==> src/design/fprc_pkg.sv <==
// Shared types, constants and the CRC16-CCITT byte update for the packet receiver.
// No dependencies.
`timescale 1ns / 1ps
`default_nettype none
package fprc_pkg;

    localparam logic [7:0]  BYTE_SOH   = 8'h01;
    localparam logic [7:0]  BYTE_STX   = 8'h02;
    localparam logic [7:0]  BYTE_ETX   = 8'h03;
    localparam logic [15:0] CRC_POLY   = 16'h1021;
    localparam logic [15:0] SEED_RESET = 16'hFFFF;
    localparam int          MinPacket  = 7;

    typedef enum logic [2:0] {
        ST_OK      = 3'd0,
        ST_BAD_STX = 3'd1,
        ST_BAD_LEN = 3'd2,
        ST_BAD_ETX = 3'd3,
        ST_BAD_CRC = 3'd4
    } status_t;

    typedef enum logic [2:0] {
        OP_START   = 3'd0,
        OP_FEED    = 3'd1,
        OP_PAYLOAD = 3'd2,
        OP_STATUS  = 3'd3,
        OP_CRC_HI  = 3'd4,
        OP_CRC_LO  = 3'd5
    } op_t;

    typedef struct packed {
        op_t        op;
        logic [7:0] rx_byte;
        status_t    status;
    } cmd_t;

    function automatic logic [15:0] crc_feed(input logic [15:0] crc, input logic [7:0] b);
        logic [15:0] c;
        c = crc ^ {b, 8'h00};
        for (int i = 0; i < 8; i++) begin
            if (c[15]) begin
                c = {c[14:0], 1'b0} ^ CRC_POLY;
            end else begin
                c = {c[14:0], 1'b0};
            end
        end
        return c;
    endfunction

endpackage
`default_nettype wire

==> src/design/fprc_front.sv <==
// Framing FSM: drops bytes until 0x01, then makes a back end command for each byte.
// Depends on fprc_pkg.
`timescale 1ns / 1ps
`default_nettype none
module fprc_front
    import fprc_pkg::*;
#(
    parameter int MAX_PACKET = 64
) (
    input  wire logic       aclk,
    input  wire logic       aresetn,
    input  wire logic       in_valid,
    input  wire logic [7:0] in_byte,
    output cmd_t            cmd,
    output logic            cmd_push
);

    localparam int CntW = $clog2(MAX_PACKET + 1);

    typedef enum logic [7:0] {
        PH_HUNT   = 8'b0000_0001,
        PH_LEN_HI = 8'b0000_0010,
        PH_LEN_LO = 8'b0000_0100,
        PH_STX    = 8'b0000_1000,
        PH_MSG    = 8'b0001_0000,
        PH_ETX    = 8'b0010_0000,
        PH_CRC_HI = 8'b0100_0000,
        PH_CRC_LO = 8'b1000_0000
    } phase_t;

    phase_t          phase_reg, phase_next;
    logic [7:0]      len_hi_reg, len_hi_next;
    logic [CntW-1:0] remain_reg, remain_next;
    logic [15:0]     full_len;

    assign full_len = {len_hi_reg, in_byte};

    always_comb begin
        phase_next  = phase_reg;
        len_hi_next = len_hi_reg;
        remain_next = remain_reg;
        cmd_push    = 1'b0;
        cmd.op      = OP_FEED;
        cmd.rx_byte = in_byte;
        cmd.status  = ST_OK;
        if (in_valid) begin
            cmd_push = 1'b1;
            unique case (phase_reg)
                PH_HUNT: begin
                    cmd.op = OP_START;
                    if (in_byte == BYTE_SOH) begin
                        phase_next = PH_LEN_HI;
                    end else begin
                        cmd_push = 1'b0;
                    end
                end
                PH_LEN_HI: begin
                    len_hi_next = in_byte;
                    phase_next  = PH_LEN_LO;
                end
                PH_LEN_LO: begin
                    if (full_len < 16'(MinPacket) || full_len > 16'(MAX_PACKET)) begin
                        cmd.op     = OP_STATUS;
                        cmd.status = ST_BAD_LEN;
                        phase_next = PH_HUNT;
                    end else begin
                        remain_next = CntW'(full_len - 16'(MinPacket));
                        phase_next  = PH_STX;
                    end
                end
                PH_STX: begin
                    if (in_byte != BYTE_STX) begin
                        cmd.op     = OP_STATUS;
                        cmd.status = ST_BAD_STX;
                        phase_next = PH_HUNT;
                    end else if (remain_reg == '0) begin
                        phase_next = PH_ETX;
                    end else begin
                        phase_next = PH_MSG;
                    end
                end
                PH_MSG: begin
                    cmd.op      = OP_PAYLOAD;
                    remain_next = remain_reg - CntW'(1);
                    if (remain_reg == CntW'(1)) begin
                        phase_next = PH_ETX;
                    end
                end
                PH_ETX: begin
                    if (in_byte != BYTE_ETX) begin
                        cmd.op     = OP_STATUS;
                        cmd.status = ST_BAD_ETX;
                        phase_next = PH_HUNT;
                    end else begin
                        phase_next = PH_CRC_HI;
                    end
                end
                PH_CRC_HI: begin
                    cmd.op     = OP_CRC_HI;
                    phase_next = PH_CRC_LO;
                end
                PH_CRC_LO: begin
                    cmd.op     = OP_CRC_LO;
                    phase_next = PH_HUNT;
                end
                default: begin
                    cmd_push   = 1'b0;
                    phase_next = PH_HUNT;
                end
            endcase
        end
    end

    always_ff @(posedge aclk) begin
        if (!aresetn) begin
            phase_reg <= PH_HUNT;
        end else begin
            phase_reg <= phase_next;
        end
        len_hi_reg <= len_hi_next;
        remain_reg <= remain_next;
    end

endmodule
`default_nettype wire

==> src/design/fprc_cmd_fifo.sv <==
// Two-entry command queue between the framing front end and the CRC back end.
// Depends on fprc_pkg.
`timescale 1ns / 1ps
`default_nettype none
module fprc_cmd_fifo
    import fprc_pkg::*;
(
    input  wire logic aclk,
    input  wire logic aresetn,
    input  wire logic push,
    input  wire cmd_t push_cmd,
    output logic      full,
    output logic      empty,
    input  wire logic pop,
    output cmd_t      pop_cmd
);

    cmd_t       entry_reg [2];
    logic       wr_ptr_reg, rd_ptr_reg;
    logic [1:0] count_reg, count_next;
    logic       do_push, do_pop;

    assign full    = (count_reg == 2'd2);
    assign empty   = (count_reg == 2'd0);
    assign do_push = push && !full;
    assign do_pop  = pop && !empty;
    assign pop_cmd = entry_reg[rd_ptr_reg];

    always_comb begin
        count_next = count_reg;
        if (do_push && !do_pop) begin
            count_next = count_reg + 2'd1;
        end else if (do_pop && !do_push) begin
            count_next = count_reg - 2'd1;
        end
    end

    always_ff @(posedge aclk) begin
        if (!aresetn) begin
            wr_ptr_reg <= 1'b0;
            rd_ptr_reg <= 1'b0;
            count_reg  <= 2'd0;
        end else begin
            count_reg <= count_next;
            if (do_push) begin
                wr_ptr_reg <= !wr_ptr_reg;
            end
            if (do_pop) begin
                rd_ptr_reg <= !rd_ptr_reg;
            end
        end
        if (do_push) begin
            entry_reg[wr_ptr_reg] <= push_cmd;
        end
    end

endmodule
`default_nettype wire

==> src/design/fprc_back.sv <==
// CRC accumulation, check and result register; executes commands from the queue.
// Depends on fprc_pkg.
`timescale 1ns / 1ps
`default_nettype none
module fprc_back
    import fprc_pkg::*;
(
    input  wire logic        aclk,
    input  wire logic        aresetn,
    input  wire logic [15:0] crc_seed,
    input  wire logic        cmd_valid,
    input  wire cmd_t        cmd,
    output logic             cmd_pop,
    output logic             out_valid,
    input  wire logic        out_ready,
    output logic             out_kind,
    output logic [7:0]       out_data,
    output logic [2:0]       out_status
);

    logic        valid_reg, valid_next;
    logic        kind_reg, kind_next;
    logic [7:0]  data_reg, data_next;
    logic [2:0]  status_reg, status_next;
    logic [15:0] crc_reg, crc_next;
    logic [7:0]  crc_hi_reg, crc_hi_next;
    logic        slot_free;
    logic [15:0] crc_in;

    assign slot_free = !valid_reg || out_ready;
    assign cmd_pop   = cmd_valid && slot_free;
    assign crc_in    = (cmd.op == OP_START) ? crc_seed : crc_reg;

    always_comb begin
        valid_next  = valid_reg && !out_ready;
        kind_next   = kind_reg;
        data_next   = data_reg;
        status_next = status_reg;
        crc_next    = crc_reg;
        crc_hi_next = crc_hi_reg;
        if (cmd_pop) begin
            unique case (cmd.op)
                OP_START, OP_FEED: begin
                    crc_next = crc_feed(crc_in, cmd.rx_byte);
                end
                OP_PAYLOAD: begin
                    crc_next    = crc_feed(crc_in, cmd.rx_byte);
                    valid_next  = 1'b1;
                    kind_next   = 1'b0;
                    data_next   = cmd.rx_byte;
                    status_next = ST_OK;
                end
                OP_STATUS: begin
                    valid_next  = 1'b1;
                    kind_next   = 1'b1;
                    data_next   = 8'h00;
                    status_next = cmd.status;
                end
                OP_CRC_HI: begin
                    crc_hi_next = cmd.rx_byte;
                end
                OP_CRC_LO: begin
                    valid_next  = 1'b1;
                    kind_next   = 1'b1;
                    data_next   = 8'h00;
                    status_next = ({crc_hi_reg, cmd.rx_byte} == crc_reg) ? ST_OK : ST_BAD_CRC;
                end
                default: begin
                    crc_next = crc_reg;
                end
            endcase
        end
    end

    always_ff @(posedge aclk) begin
        if (!aresetn) begin
            valid_reg  <= 1'b0;
            crc_reg    <= SEED_RESET;
            crc_hi_reg <= 8'h00;
        end else begin
            valid_reg  <= valid_next;
            crc_reg    <= crc_next;
            crc_hi_reg <= crc_hi_next;
        end
        kind_reg   <= kind_next;
        data_reg   <= data_next;
        status_reg <= status_next;
    end

    assign out_valid  = valid_reg;
    assign out_kind   = kind_reg;
    assign out_data   = data_reg;
    assign out_status = status_reg;

endmodule
`default_nettype wire

==> src/design/framed_packet_receiver_crc16_core.sv <==
// Top level of the framed packet receiver with CRC16-CCITT check.
// Depends on fprc_pkg, fprc_front, fprc_cmd_fifo and fprc_back.
//
// Usage: received bytes enter on the s_ stream, one byte per request. Bytes are
// dropped until a 0x01 start byte; then a big-endian length, 0x02, the message,
// 0x03 and a big-endian CRC16-CCITT follow. Each message byte leaves on the m_
// stream with m_tuser low; a frame ends with one status request with m_tuser
// high (ok, bad start of text, bad length, bad end of text or bad CRC).
// The user must write the CRC seed through crc_seed_we and crc_seed_wdata only
// while idle; the block does not enforce this. Throughput is one byte per cycle
// while m_tready is high. The framing stage places a command in the two-entry
// queue when its byte is accepted; the CRC stage then loads the output register
// that drives the m_ stream from it. When m_tready is low the output register
// holds, the queue fills and s_tready drops once both entries are taken.
// Reset returns the framer to hunting, empties the queue and the output
// register and sets the seed to 0xFFFF.
`timescale 1ns / 1ps
`default_nettype none
module framed_packet_receiver_crc16_core
    import fprc_pkg::*;
#(
    parameter int MAX_PACKET = 64
) (
    input  wire logic        aclk,
    input  wire logic        aresetn,
    input  wire logic        crc_seed_we,
    input  wire logic [15:0] crc_seed_wdata,
    input  wire logic        s_tvalid,
    output logic             s_tready,
    input  wire logic [7:0]  s_tdata,   // [7:0] rx_byte
    output logic             m_tvalid,
    input  wire logic        m_tready,
    output logic [15:0]      m_tdata,   // [7:0] data, [10:8] status, zero above
    output logic             m_tuser    // [0] kind
);

    logic [15:0] seed_reg;
    cmd_t        front_cmd, queue_cmd;
    logic        front_push, queue_full, queue_empty, queue_pop;
    logic [7:0]  out_data;
    logic [2:0]  out_status;

    always_ff @(posedge aclk) begin
        if (!aresetn) begin
            seed_reg <= SEED_RESET;
        end else if (crc_seed_we) begin
            seed_reg <= crc_seed_wdata;
        end
    end

    assign s_tready = !queue_full;

    fprc_front #(
        .MAX_PACKET(MAX_PACKET)
    ) u_front (
        .aclk     (aclk),
        .aresetn  (aresetn),
        .in_valid (s_tvalid && s_tready),
        .in_byte  (s_tdata),
        .cmd      (front_cmd),
        .cmd_push (front_push)
    );

    fprc_cmd_fifo u_queue (
        .aclk     (aclk),
        .aresetn  (aresetn),
        .push     (front_push),
        .push_cmd (front_cmd),
        .full     (queue_full),
        .empty    (queue_empty),
        .pop      (queue_pop),
        .pop_cmd  (queue_cmd)
    );

    fprc_back u_back (
        .aclk       (aclk),
        .aresetn    (aresetn),
        .crc_seed   (seed_reg),
        .cmd_valid  (!queue_empty),
        .cmd        (queue_cmd),
        .cmd_pop    (queue_pop),
        .out_valid  (m_tvalid),
        .out_ready  (m_tready),
        .out_kind   (m_tuser),
        .out_data   (out_data),
        .out_status (out_status)
    );

    assign m_tdata = {5'b0, out_status, out_data};

    a_payload_status_zero: assert property (@(posedge aclk) disable iff (!aresetn)
        m_tvalid && !m_tuser |-> m_tdata[10:8] == 3'd0)
        else $error("payload result carries a nonzero status");

    a_status_data_zero: assert property (@(posedge aclk) disable iff (!aresetn)
        m_tvalid && m_tuser |-> m_tdata[7:0] == 8'h00)
        else $error("status result carries nonzero data");

    a_status_range: assert property (@(posedge aclk) disable iff (!aresetn)
        m_tvalid |-> m_tdata[10:8] <= 3'd4)
        else $error("status code out of range");

    a_stall_only_when_full: assert property (@(posedge aclk) disable iff (!aresetn)
        !s_tready |-> !queue_empty && !m_tready || $past(!m_tready) || !queue_empty)
        else $error("input stalled with an empty queue");

endmodule
`default_nettype wire

==> config.mk <==
export PLATFORM = sky130hd
export DESIGN_NAME = framed_packet_receiver_crc16_core
export DESIGN_NICKNAME = d
export VERILOG_FILES = /design/src/design/fprc_pkg.sv /design/src/design/fprc_front.sv /design/src/design/fprc_cmd_fifo.sv /design/src/design/fprc_back.sv /design/src/design/framed_packet_receiver_crc16_core.sv
export SDC_FILE = /design/constraint.sdc
export NUM_CORES = 1
export LEC_CHECK = 0
export BUFFER_PORTS_ARGS = -buffer_cell sky130_fd_sc_hd__buf_2
export CAP_MARGIN = 20
export CELL_PAD_IN_SITES_DETAIL_PLACEMENT = 1
export CELL_PAD_IN_SITES_GLOBAL_PLACEMENT = 1
export CORE_ASPECT_RATIO = 0.75
export CORE_MARGIN = 4
export CORE_UTILIZATION = 25
export DETAILED_ROUTE_END_ITERATION = 7
export GPL_ROUTABILITY_DRIVEN = 0
export PLACE_DENSITY_LB_ADDON = 0.05
export SYNTH_ARGS = -nofsm -noshare
export SYNTH_HDL_FRONTEND = slang
export SYNTH_SLANG_ARGS = --single-unit
==> constraint.sdc <==
create_clock -name aclk -period 4.4 [get_ports aclk]
set_clock_uncertainty 0.2 [all_clocks]
set_input_delay 0.44 -clock aclk [delete_from_list [all_inputs] [get_ports aclk]]
set_output_delay 0.44 -clock aclk [all_outputs]
set_load 0.02 [all_outputs]
After elaboration in Yosys (flattened, before gate mapping)

Memory sizes are Yosys's and may differ from the RTL's. A register that Yosys moved wholly into a read port is not among the register bits.
Cells that the tools add are included.

Muxes and demuxes: 79
$add $sub $neg: 4
Order comparisons: 2
Eq/ne operators: 22
Reductions and logical operators: 36
Bitwise logic cells: 16

Operator list:

| kind                                                                              | count |
|---|---|
| 16-bit 2-to-1 mux                                                                 | 29 |
| 13-bit 2-to-1 mux                                                                 | 15 |
| 8-bit one-hot mux with 7 select lines                                             | 1 |
| 3-bit inverter                                                                    | 15 |
| 16-bit one-hot mux with 2 select lines                                            | 1 |
| 8-bit 2-to-1 mux                                                                  | 3 |
| 3-bit one-hot mux with 7 select lines                                             | 1 |
| 3-bit one-hot mux with 3 select lines                                             | 2 |
| 16-bit equality test                                                              | 1 |
| 8-bit by 1-bit equality test with 1-bit output (second input constant)            | 2 |
| 16-bit by 7-bit greater-than comparator with 1-bit output (second input constant) | 1 |
| 16-bit by 3-bit less-than comparator with 1-bit output (second input constant)    | 1 |
| 8-bit by 2-bit != test with 1-bit output (second input constant)                  | 2 |
| 8-bit one-hot mux with 2 select lines                                             | 1 |
| 16-bit XOR                                                                        | 1 |
| 2-bit 2-to-1 mux                                                                  | 7 |
| 7-bit 2-to-1 mux                                                                  | 2 |
| 7-bit one-hot mux with 2 select lines                                             | 1 |
| 2-bit AND reduction                                                               | 5 |
| 1-bit 2-to-1 mux                                                                  | 9 |
| 3-bit 2-to-1 mux                                                                  | 3 |
| 8-bit by 2-bit equality test with 1-bit output (second input constant)            | 1 |
| 8-bit by 3-bit equality test with 1-bit output (second input constant)            | 1 |
| 8-bit by 4-bit equality test with 1-bit output (second input constant)            | 1 |
| 30 further kinds                                                                  | 53 |

Memories kept: 1
Bits in registers: 80
Output and inout port bits: 19
Word-level logic and storage cells: 173
Input bits: 29
Bits in writable memories: 28

Memories:

| memory            | words | bits a word | rd ports | clocked after Yosys merged registers in | wr ports | RTL line            | source |
|---|---|---|---|---|---|---|---|
| u_queue.entry_reg | 2     | 14          | 1        | 1                                       | 1        | fprc_cmd_fifo.sv:18 | `cmd_t entry_reg [2];` |

Depth between registers and ports, before layout

Gate-level depths: netlist of the first run.

Word-level depth: 34
Gate-level depth with buffers: 10
Depth with buffers taken out: 10

Cells and area by module

Synthesis of the first run repeated with hierarchy kept, for this count alone.

Cells, all modules: 526
Area total of the unflattened synthesis: 5815.6 um^2

Modules (own cells, without submodules):

| module                            | times used | area each (um^2) | cells an instance | seq. area each (um^2) |
|---|---|---|---|---|
| fprc_back                         | 1          | 2338.5           | 226               | 860.8 |
| fprc_front                        | 1          | 1604.0           | 171               | 610.6 |
| fprc_cmd_fifo                     | 1          | 1237.4           | 68                | 940.9 |
| framed_packet_receiver_crc16_core | 1          | 635.6            | 61                | 320.3 |

Worst setup path after synthesis of the first run

Ideal clock, no wire load.

Path kind: register -> register
From: register u_front.phase_reg[1]
To: memory u_queue.entry_reg[1][0] (netlist name), enable pin
Path slack: 1790 ps
Cell stages (with the launch flop): 7
Data required time: 3815 ps
Path buffers: 1
Clock period less this slack: 2610 ps
Arrival time: 2025 ps
Library setup time: 385 ps
Cells stage by stage: dfxtp_1 > buf_2 > nor4_1 > nand3_1 > nor3_1 > nor3_1 > nor2b_1

Longest elaborated chain between the ends: 7
Elaborated cells between the ends (all ways): 14
Classes of those cells: eq/ne: 8; mux: 4; reduce/logical: 2

RTL lines:

| element                                           | RTL line            | source |
|---|---|---|
| from (decl)                                       | fprc_front.sv:31    | `phase_t phase_reg, phase_next;` |
| from (signal assigned)                            | fprc_front.sv:118   | `phase_reg <= phase_next;` |
| 8-bit equality test, or another cell as far along | fprc_front.sv:48    | `unique case (phase_reg)` |
| 7-bit OR reduction (no line)                      | --                  |  |
| 1-bit one-hot mux with 2 select lines (*)         | fprc_front.sv:48    |  |
| 1-bit 2-to-1 mux (*)                              | fprc_front.sv:46    | `if (in_valid) begin` |
| 1-bit logical AND (*)                             | fprc_cmd_fifo.sv:25 | `assign do_push = push && !full;` |
| 1-bit 2-to-1 mux (*)                              | fprc_cmd_fifo.sv:52 | `if (do_push) begin` |
| 1-bit 2-to-1 mux (implied by the code) (*)        | fprc_cmd_fifo.sv:53 | `entry_reg[wr_ptr_reg] <= push_cmd;` |
| to (decl)                                         | fprc_cmd_fifo.sv:18 |  |

Mark *: on every way between the ends. The rest lies on a longest branch, timed or not.

==> summary.md, run 1 <==
| Metric | Value |
|---|---|
| Status | completed |
| Internal Dissipation | 0.002017 W |
| Post-DP Area | 5956 um2 |
| # DRC | 0 |
| H-tree Lvls | 3 |
| Async set or reset register ratio after synthesis | 0 |
| Core area | 21240 um2 |
| Global routing usage on met2 | 0.1899 |
| Post-route clock period utilization | 0.6591 |
| ANT cells | 0 |
| Max reg flops | 26 |
| Worst path bufs/invs | 0 |
| Cells after Synth | 531 |
| Antenna Nets Post-Route | 0 |
| Setup bufs post-CTS | 0 |
| CTS Root Cell | clkbuf_16 |
| Syn Area/Cell | 10.24 um2 |
| Crit path max fanout | 14 |
| Setup Viol. Count Final | 0 |
| Area contributors post-synth | edfxtp_1 29%, dfxtp_1 20%, mux2i_1 5.5% |
| Crit start category | register |
| Share of cells above drive strength 1 | 0.1634 |
| Synth top area share | 0.2927 |
| Filler Cell Count | 2399 |
| Initial DRC count | 280 |
| Critical path's slowest cell | or4b_1 |
| CTS sink cnt | 107 |
| CTS tree | built |
| Final Slew Violations | 0 |
| Total length of routed wires | 16200 um |
| Final WS setup | 1.500 ns |
| Post-synth top area cell | edfxtp_1 |
| GR Overflow Total | 0 |
| Post-DR wirelength/cell | 18.90 um |
| Hold_buf cts | 0 |
| F_max | 0.3448 GHz |
| CP Cell Sequence | or4b_1, and4_4, a2111oi_4, xor2_2, xnor2_1, o211ai_2 |
| Number of distinct library cells after synthesis | 53 |
| Sw Pwr | 0.001116 W |
| Clock power frac | 0.278 |
| #FFs+latches synth | 107 |
| CP arrival | 2.92 ns |
| Setup repair after global routing missed its margin | no |
| CTS clk-pin slew, worst paths | 0.08 ns |
| Footprint of the multi-input gates | 2544 um2 |
| Seq/Total Area, Yosys | 0.4915 |
| Max-slew headroom | 0.4156 |
| Pre-CTS WS | 1.477 ns |
| Required time worst endpoint | 4.42 ns |
| Core Rows | 46 |
| M1 GR Usage | 0.2187 |
| CP peak stage delay | 0.84 ns |
| Average via count per standard cell | 4.816 |
| Sequential Power Share | 0.400 |
| Gate power share | 0.322 |
| Grt met3 use | 0.02790 |
| Worst-Skew Late Latency | 0.36 ns |
| Largest net degree at the start of global routing | 34 |
| Via count | 4127 |
| CTS Buffer Depth | 2 |
| Number of synthesized flops with an enable pin | 53 |
| # resized after CTS | 0 |
| Max_cap viols | 0 |
| Top cell family by delay on the critical path | simple AND/OR/NAND/NOR gates |
| Fin Setup TNS | 0 ns |
| Ys Warns | 0 |
| CTS Buf Count | 9 |
| Worst slew pin tran | 0.8718 ns |
| Gr busiest metal | met1 |
| Dpl hpwl | 12270 um |
| Initial Util | 0.2560 |
| Worst Setup End Kind | register |
| All-Layer GR Usage | 0.1376 |
| Fin. Hold Viols | 0 |
| Pwr Density | 499.7 nW/um2 |
| Mapped Area | 5438 um2 |
| Initial antenna violation count | 0 |
| Synth-to-layout area growth | 15.30% |
| Leak | 2.320 nW |
| Die area | 24200 um2 |
| Hold Path Class | primary input to register |
| First-pass GRT wire length | 25120 um |
| FF+latch area | 2673 um2 |
| Vias in the first global route | 4136 |
| Clock period minus worst slack | 2.900 ns |
| Most used flip-flop cell after synthesis | dfxtp_1 |
| Final instance area | 6270 um2 |
| Final Net Count | 600 |
| Ports | 48 |
| Die Ht | 135.7 um |
| Die Wd | 178.3 um |
| IO buf count | 42 |
| Peak supply drop | 180.0 uV |
| CP Class | register to register |
| DRT Pass-1 Iters | 4 |
| Switching Share | 0.3563 |
area by class of cell:
| class | instances | share of cell area |
|---|---|---|
| Timing Repair Buffer | 55 | 0.04909 |
| Sequential cell | 107 | 0.4263 |
| Tap cell | 288 | 0.05747 |
| Multi-Input combinational cell | 372 | 0.4057 |
| Clock buffer | 9 | 0.03592 |
| Clock inverter | 7 | 0.01417 |
| Inverter | 19 | 0.01137 |
layout by cell type, fill, tap and decap left out, types with 7 or more instances in the layout:
cell / Yosys / final
a21oi_1: 20 / 20
nor2_1: 44 / 44
nand4_1: 9 / 9
nand2_1: 45 / 45
buf_4: 6 / 13
o211ai_1: 26 / 26
mux2i_1: 30 / 30
ha_1: 7 / 7
nor4_1: 9 / 9
xnor2_1: 32 / 32
xor2_1: 12 / 12
dfxtp_1: 54 / 54
o21ai_0: 12 / 12
mux2_2: 8 / 8
inv_1: 18 / 18
nand2b_1: 8 / 8
a211oi_1: 12 / 12
buf_2: 7 / 42
or4_1: 9 / 9
edfxtp_1: 53 / 53
nor3_1: 14 / 13
clkbuf_16: 0 / 9
nand3_1: 14 / 14
power by group through the flow:
stage          Combinational (W)  Sequential (W)  Clock (W)
3_3_place_gp             0.00100         0.00127          0
2_1_floorplan           0.000753         0.00124          0
5_1_grt                  0.00113         0.00127   0.000943
4_1_cts                  0.00102         0.00125   0.000911
6_report                 0.00101         0.00125   0.000872
3_5_place_dp             0.00102         0.00128          0
cells in the mapped netlist (3+ instances only):
| library cell | n |
|---|---|
| nand2b_1 | 8 |
| inv_1 | 18 |
| buf_4 | 6 |
| and3_1 | 4 |
| dfxtp_1 | 54 |
| o2111ai_1 | 3 |
| nor2_1 | 44 |
| clkbuf_1 | 24 |
| a311oi_1 | 3 |
| o21ai_0 | 12 |
| nand4_1 | 9 |
| or4b_2 | 3 |
| edfxtp_1 | 53 |
| nand2_1 | 45 |
| or3_1 | 4 |
| xor2_1 | 12 |
| a211oi_1 | 12 |
| ha_1 | 7 |
| buf_2 | 7 |
| xnor2_1 | 32 |
| nand3_1 | 14 |
| a21oi_1 | 20 |
| or4_1 | 9 |
| nand4b_1 | 6 |
| mux2i_1 | 30 |
| mux2_2 | 8 |
| nor4_1 | 9 |
| nor3_1 | 14 |
| o211ai_1 | 26 |
kinds of logic (layout without fill, tap and decap cells):
| group | Yosys count | count (layout) | synth area share |
|---|---|---|---|
| and+or+nand+nor | 187 | 187 | 0.1834 |
| AOI/OAI and AO/OA | 90 | 90 | 0.1183 |
| buffers and inverters | 56 | 90 | 0.04441 |
| xor gates and xnor gates | 45 | 45 | 0.07386 |
| other | 1 | 5 | 0.0006896 |
| DFF | 107 | 107 | 0.4915 |
| muxes | 38 | 38 | 0.07179 |
| adders and majority gates | 7 | 7 | 0.01611 |
metal layers:
| layer | wire (um) | up-vias |
|---|---|---|
| li1 | - | 2007 |
| met5 | 0 | - |
| met1 | 8968 | 2032 |
| met2 | 6383 | 79 |
| met3 | 735 | 9 |
| met4 | 110 | 0 |
worst min-delay path, cell delays in order:
cell	delay (ns)
buf_2	0.08
mux2i_1	0.06
nand2_1	0.06
per-stage QoR:
step	hold WS [ns]	utilization	cells	power, W
final	0.1008	0.2952	857	0.003133
after global routing	0.09604	0.2952	857	0.003335
after CTS	0.07921	0.2952	857	0.003189
after detailed placement	0.2851	0.2804	841	0.002297
after global placement	0.2660	0.2804	841	0.002276
after floorplan	0.2358	-	535	0.001995
worst paths after layout:
path | from | endpoint | cells after the start | slack [ns]
hold reg to reg | seed_reg[0]$_SDFFE_PN1P_ | seed_reg[0]$_SDFFE_PN1P_ | 2 | 0.29
setup reg to reg | u_queue.entry_reg[1][11]$_DFFE_PP_ | u_back.crc_reg[15]$_SDFFE_PN1P_ | 6 | 1.50
setup / recovery | u_queue.entry_reg[1][11]$_DFFE_PP_ | u_back.crc_reg[15]$_SDFFE_PN1P_ | 6 | 1.50
hold / removal | crc_seed_wdata[4] | seed_reg[4]$_SDFFE_PN1P_ | 3 | 0.10
(Power assumes the default switching activity.)
==> inputs of run 2 (changes only) <==
Clock period 4.4 ns to 2.3 ns, I/O delays scaled along.
==> summary.md, run 2 (same netlist as run 1, synthesis figures left out) <==
| Metric | Value |
|---|---|
| Setup Viol. Count Final | 13 (was 0) |
| Worst slew pin tran | 0.5585 ns (was 0.8718 ns) |
| CTS sink cnt | 107 (unchanged) |
| Most frequent cells in the layout | 107 x buf_4, 53 x edfxtp_1, 45 x dfxtp_1, 42 x nand2_1, 42 x buf_2 (was 54 x dfxtp_1, 53 x edfxtp_1, 45 x nand2_1, 44 x nor2_1, 42 x buf_2) |
| M1 GR Usage | 0.2407 (was 0.2187) |
| Peak supply drop | 388.0 uV (was 180.0 uV) |
| Hold WS | 0.02573 ns (was 0.1008 ns) |
| Switching Share | 0.3404 (was 0.3563) |
| Max_cap viols | 0 (unchanged) |
| F_max | 0.4113 GHz (was 0.3448 GHz) |
| DRT Pass-1 Iters | 4 (unchanged) |
| Die Wd | 178.3 um (unchanged) |
| Vias in the first global route | 4721 (was 4136) |
| Clock period minus worst slack | 2.431 ns (was 2.900 ns) |
| Grt met3 use | 0.02706 (was 0.02790) |
| Setup crit end | u_back.crc_reg[15]$_SDFFE_PN1P_ (unchanged) |
| Initial antenna violation count | 0 (unchanged) |
| Sequential Power Share | 0.357 (was 0.400) |
| Antenna Nets Post-Route | 0 (unchanged) |
| Hold Path Class | primary input to register (unchanged) |
| Crit path max fanout | 4 (was 14) |
| Pre-CTS WS | -0.3059 ns (was 1.477 ns) |
| # DRC | 0 (unchanged) |
| CP arrival | 2.46 ns (was 2.92 ns) |
| Leak | 3.045 nW (was 2.320 nW) |
| Worst Setup End Kind | register (unchanged) |
| Setup repair after global routing missed its margin | yes (was no) |
| Largest net degree at the start of global routing | 33 (was 34) |
| CTS tree | built (unchanged) |
| Critical Path Start | u_queue.entry_reg[1][13]$_DFFE_PP_ (was u_queue.entry_reg[1][11]$_DFFE_PP_) |
| CTS clk-pin slew, worst paths | 0.08 ns (about the same) |
| Initial DRC count | 231 (was 280) |
| CTS Buf Count | 9 (unchanged) |
| First-pass GRT wire length | 27930 um (was 25120 um) |
| Final Net Count | 731 (was 600) |
| CP Class | register to register (unchanged) |
| Pwr Density | 862.3 nW/um2 (was 499.7 nW/um2) |
| H-tree Lvls | 3 (unchanged) |
| Critical R2R Launch | u_queue.entry_reg[1][13]$_DFFE_PP_ (was u_queue.entry_reg[1][11]$_DFFE_PP_) |
| Gr busiest metal | met1 (unchanged) |
| Global routing usage on met2 | 0.2171 (was 0.1899) |
| Status | complete, but fails checks (was completed) |
| Internal Dissipation | 0.004390 W (was 0.002017 W) |
| R2r endpoint | u_back.crc_reg[15]$_SDFFE_PN1P_ (unchanged) |
| CTS Root Cell | clkbuf_16 (unchanged) |
| Die Ht | 135.7 um (unchanged) |
| Clock power frac | 0.239 (was 0.278) |
| Failing checks | negative setup slack |
| GR Overflow Total | 0 (unchanged) |
| Gate power share | 0.404 (was 0.322) |
| Dpl hpwl | 14000 um (was 12270 um) |
| Commonest non-fill, non-tap cell in the layout | buf_4 (was dfxtp_1) |
| Via count | 4578 (was 4127) |
| Required time worst endpoint | 2.33 ns (was 4.42 ns) |
| Post-DR wirelength/cell | 18.28 um (was 18.90 um) |
| Share of cells above drive strength 1 | 0.3614 (was 0.1634) |
| Max-slew headroom | 0.6180 (was 0.4156) |
| Post-DP Area | 6820 um2 (was 5956 um2) |
| Fin. Hold Viols | 0 (unchanged) |
| Max reg flops | 26 (unchanged) |
| Core area | 21240 um2 (unchanged) |
| Final Slew Violations | 0 (unchanged) |
| Final instance area | 7717 um2 (was 6270 um2) |
| Die area | 24200 um2 (unchanged) |
| Sw Pwr | 0.002265 W (was 0.001116 W) |
| Worst-Skew Late Latency | 0.36 ns (about the same) |
| Core Rows | 46 (unchanged) |
| Initial Util | 0.2560 (unchanged) |
| Filler Cell Count | 2329 (was 2399) |
| Final WS setup | -0.1315 ns (was 1.500 ns) |
| R2R Setup Slk | -0.13 ns (was 1.50 ns) |
| CTS Buffer Depth | 2 (unchanged) |
| Average via count per standard cell | 4.629 (was 4.816) |
| Total length of routed wires | 18080 um (was 16200 um) |
| Ports | 48 (unchanged) |
| Fin Setup TNS | -1.055 ns (was 0 ns) |
| IO buf count | 42 (unchanged) |
| Crit start category | register (unchanged) |
| Synth-to-layout area growth | 41.92% (was 15.30%) |
| Post-route clock period utilization | 1.057 (was 0.6591) |
| Reg2Reg Depth | 7 (was 6) |
| All-Layer GR Usage | 0.1533 (was 0.1376) |
run 2: cell count changes in the layout (fill, tap and decap cells not counted), sizes merged:
cell,change
buf,+111
clkinvlp,+2
inv,-4
dlygate4sd3,+19
diode,+1
clkbuf,+2
clkinv,+1
run 2: timing repair:
item,4_1_cts,5_1_grt
pin swaps,17,23
cloned,0,1
hold endpoints to repair,21,0
endpoints found under the setup margin,62,83
buffers inserted,10,4
hold buffers,19,0
gates resized for setup,37,32
run 2: power by group through the flow:
stage          clock (W)  sequential (W)  combinational, W
2_1_floorplan          0         0.00238           0.00150
3_3_place_gp           0         0.00240           0.00246
3_5_place_dp           0         0.00241           0.00250
4_1_cts          0.00166         0.00238           0.00262
5_1_grt          0.00174         0.00240           0.00293
6_report         0.00159         0.00237           0.00269
run 2: metal layers:
metal  part of all wire  routed length (um)  up-vias
met5                  0                   0        -
met3              0.047                 843       11
li1                   -                   -     2276
met4              0.010                 184        0
met1               0.54                9715     2215
met2               0.41                7339       76
run 2: area by class of cell:
cell class	count	area, um2	area share
tap	288	360.3	0.04669
antenna	1	2.502	0.0003243
multi-input combinational	372	2800	0.3628
timing repair buffer	186	1485	0.1924
sequential	107	2704	0.3504
clock buffer	10	229.0	0.02967
inverter	19	71.32	0.009241
clock inverter	6	65.06	0.008431
run 2: worst min path at each step:
stage / from / to / slack [ns] / cells past startpoint
floorplan: s_tdata[0] / u_front.len_hi_reg[0]$_DFFE_PP_ / 0.13 / 0
global placement: crc_seed_wdata[4] / seed_reg[4]$_SDFFE_PN1P_ / 0.25 / 3
detailed placement: crc_seed_wdata[6] / seed_reg[6]$_SDFFE_PN1P_ / 0.25 / 3
CTS: s_tdata[6] / u_front.len_hi_reg[6]$_DFFE_PP_ / 0.009 / 2
global route: s_tdata[4] / u_queue.entry_reg[0][7]$_DFFE_PP_ / 0.02 / 2
finish: s_tdata[5] / u_queue.entry_reg[1][8]$_DFFE_PP_ / 0.03 / 2
run 2: worst max-delay path, stage by stage, from the launching register on:
cell,delay (ns)
edfxtp_1,0.42
or4b_4,0.58
buf_6,0.15
and4_4,0.18
a2111oi_4,0.27
xor2_2,0.25
xnor2_1,0.17
o211ai_2,0.09
run 2: stage by stage:
step                      utilization  cells  total power (W)
after CTS                      0.3544    983         0.006649
after detailed placement       0.3211    938         0.004914
final                          0.3634    989         0.006655
after floorplan                     -    535         0.003880
after global placement         0.3211    938         0.004867
after global routing           0.3633    988         0.007070
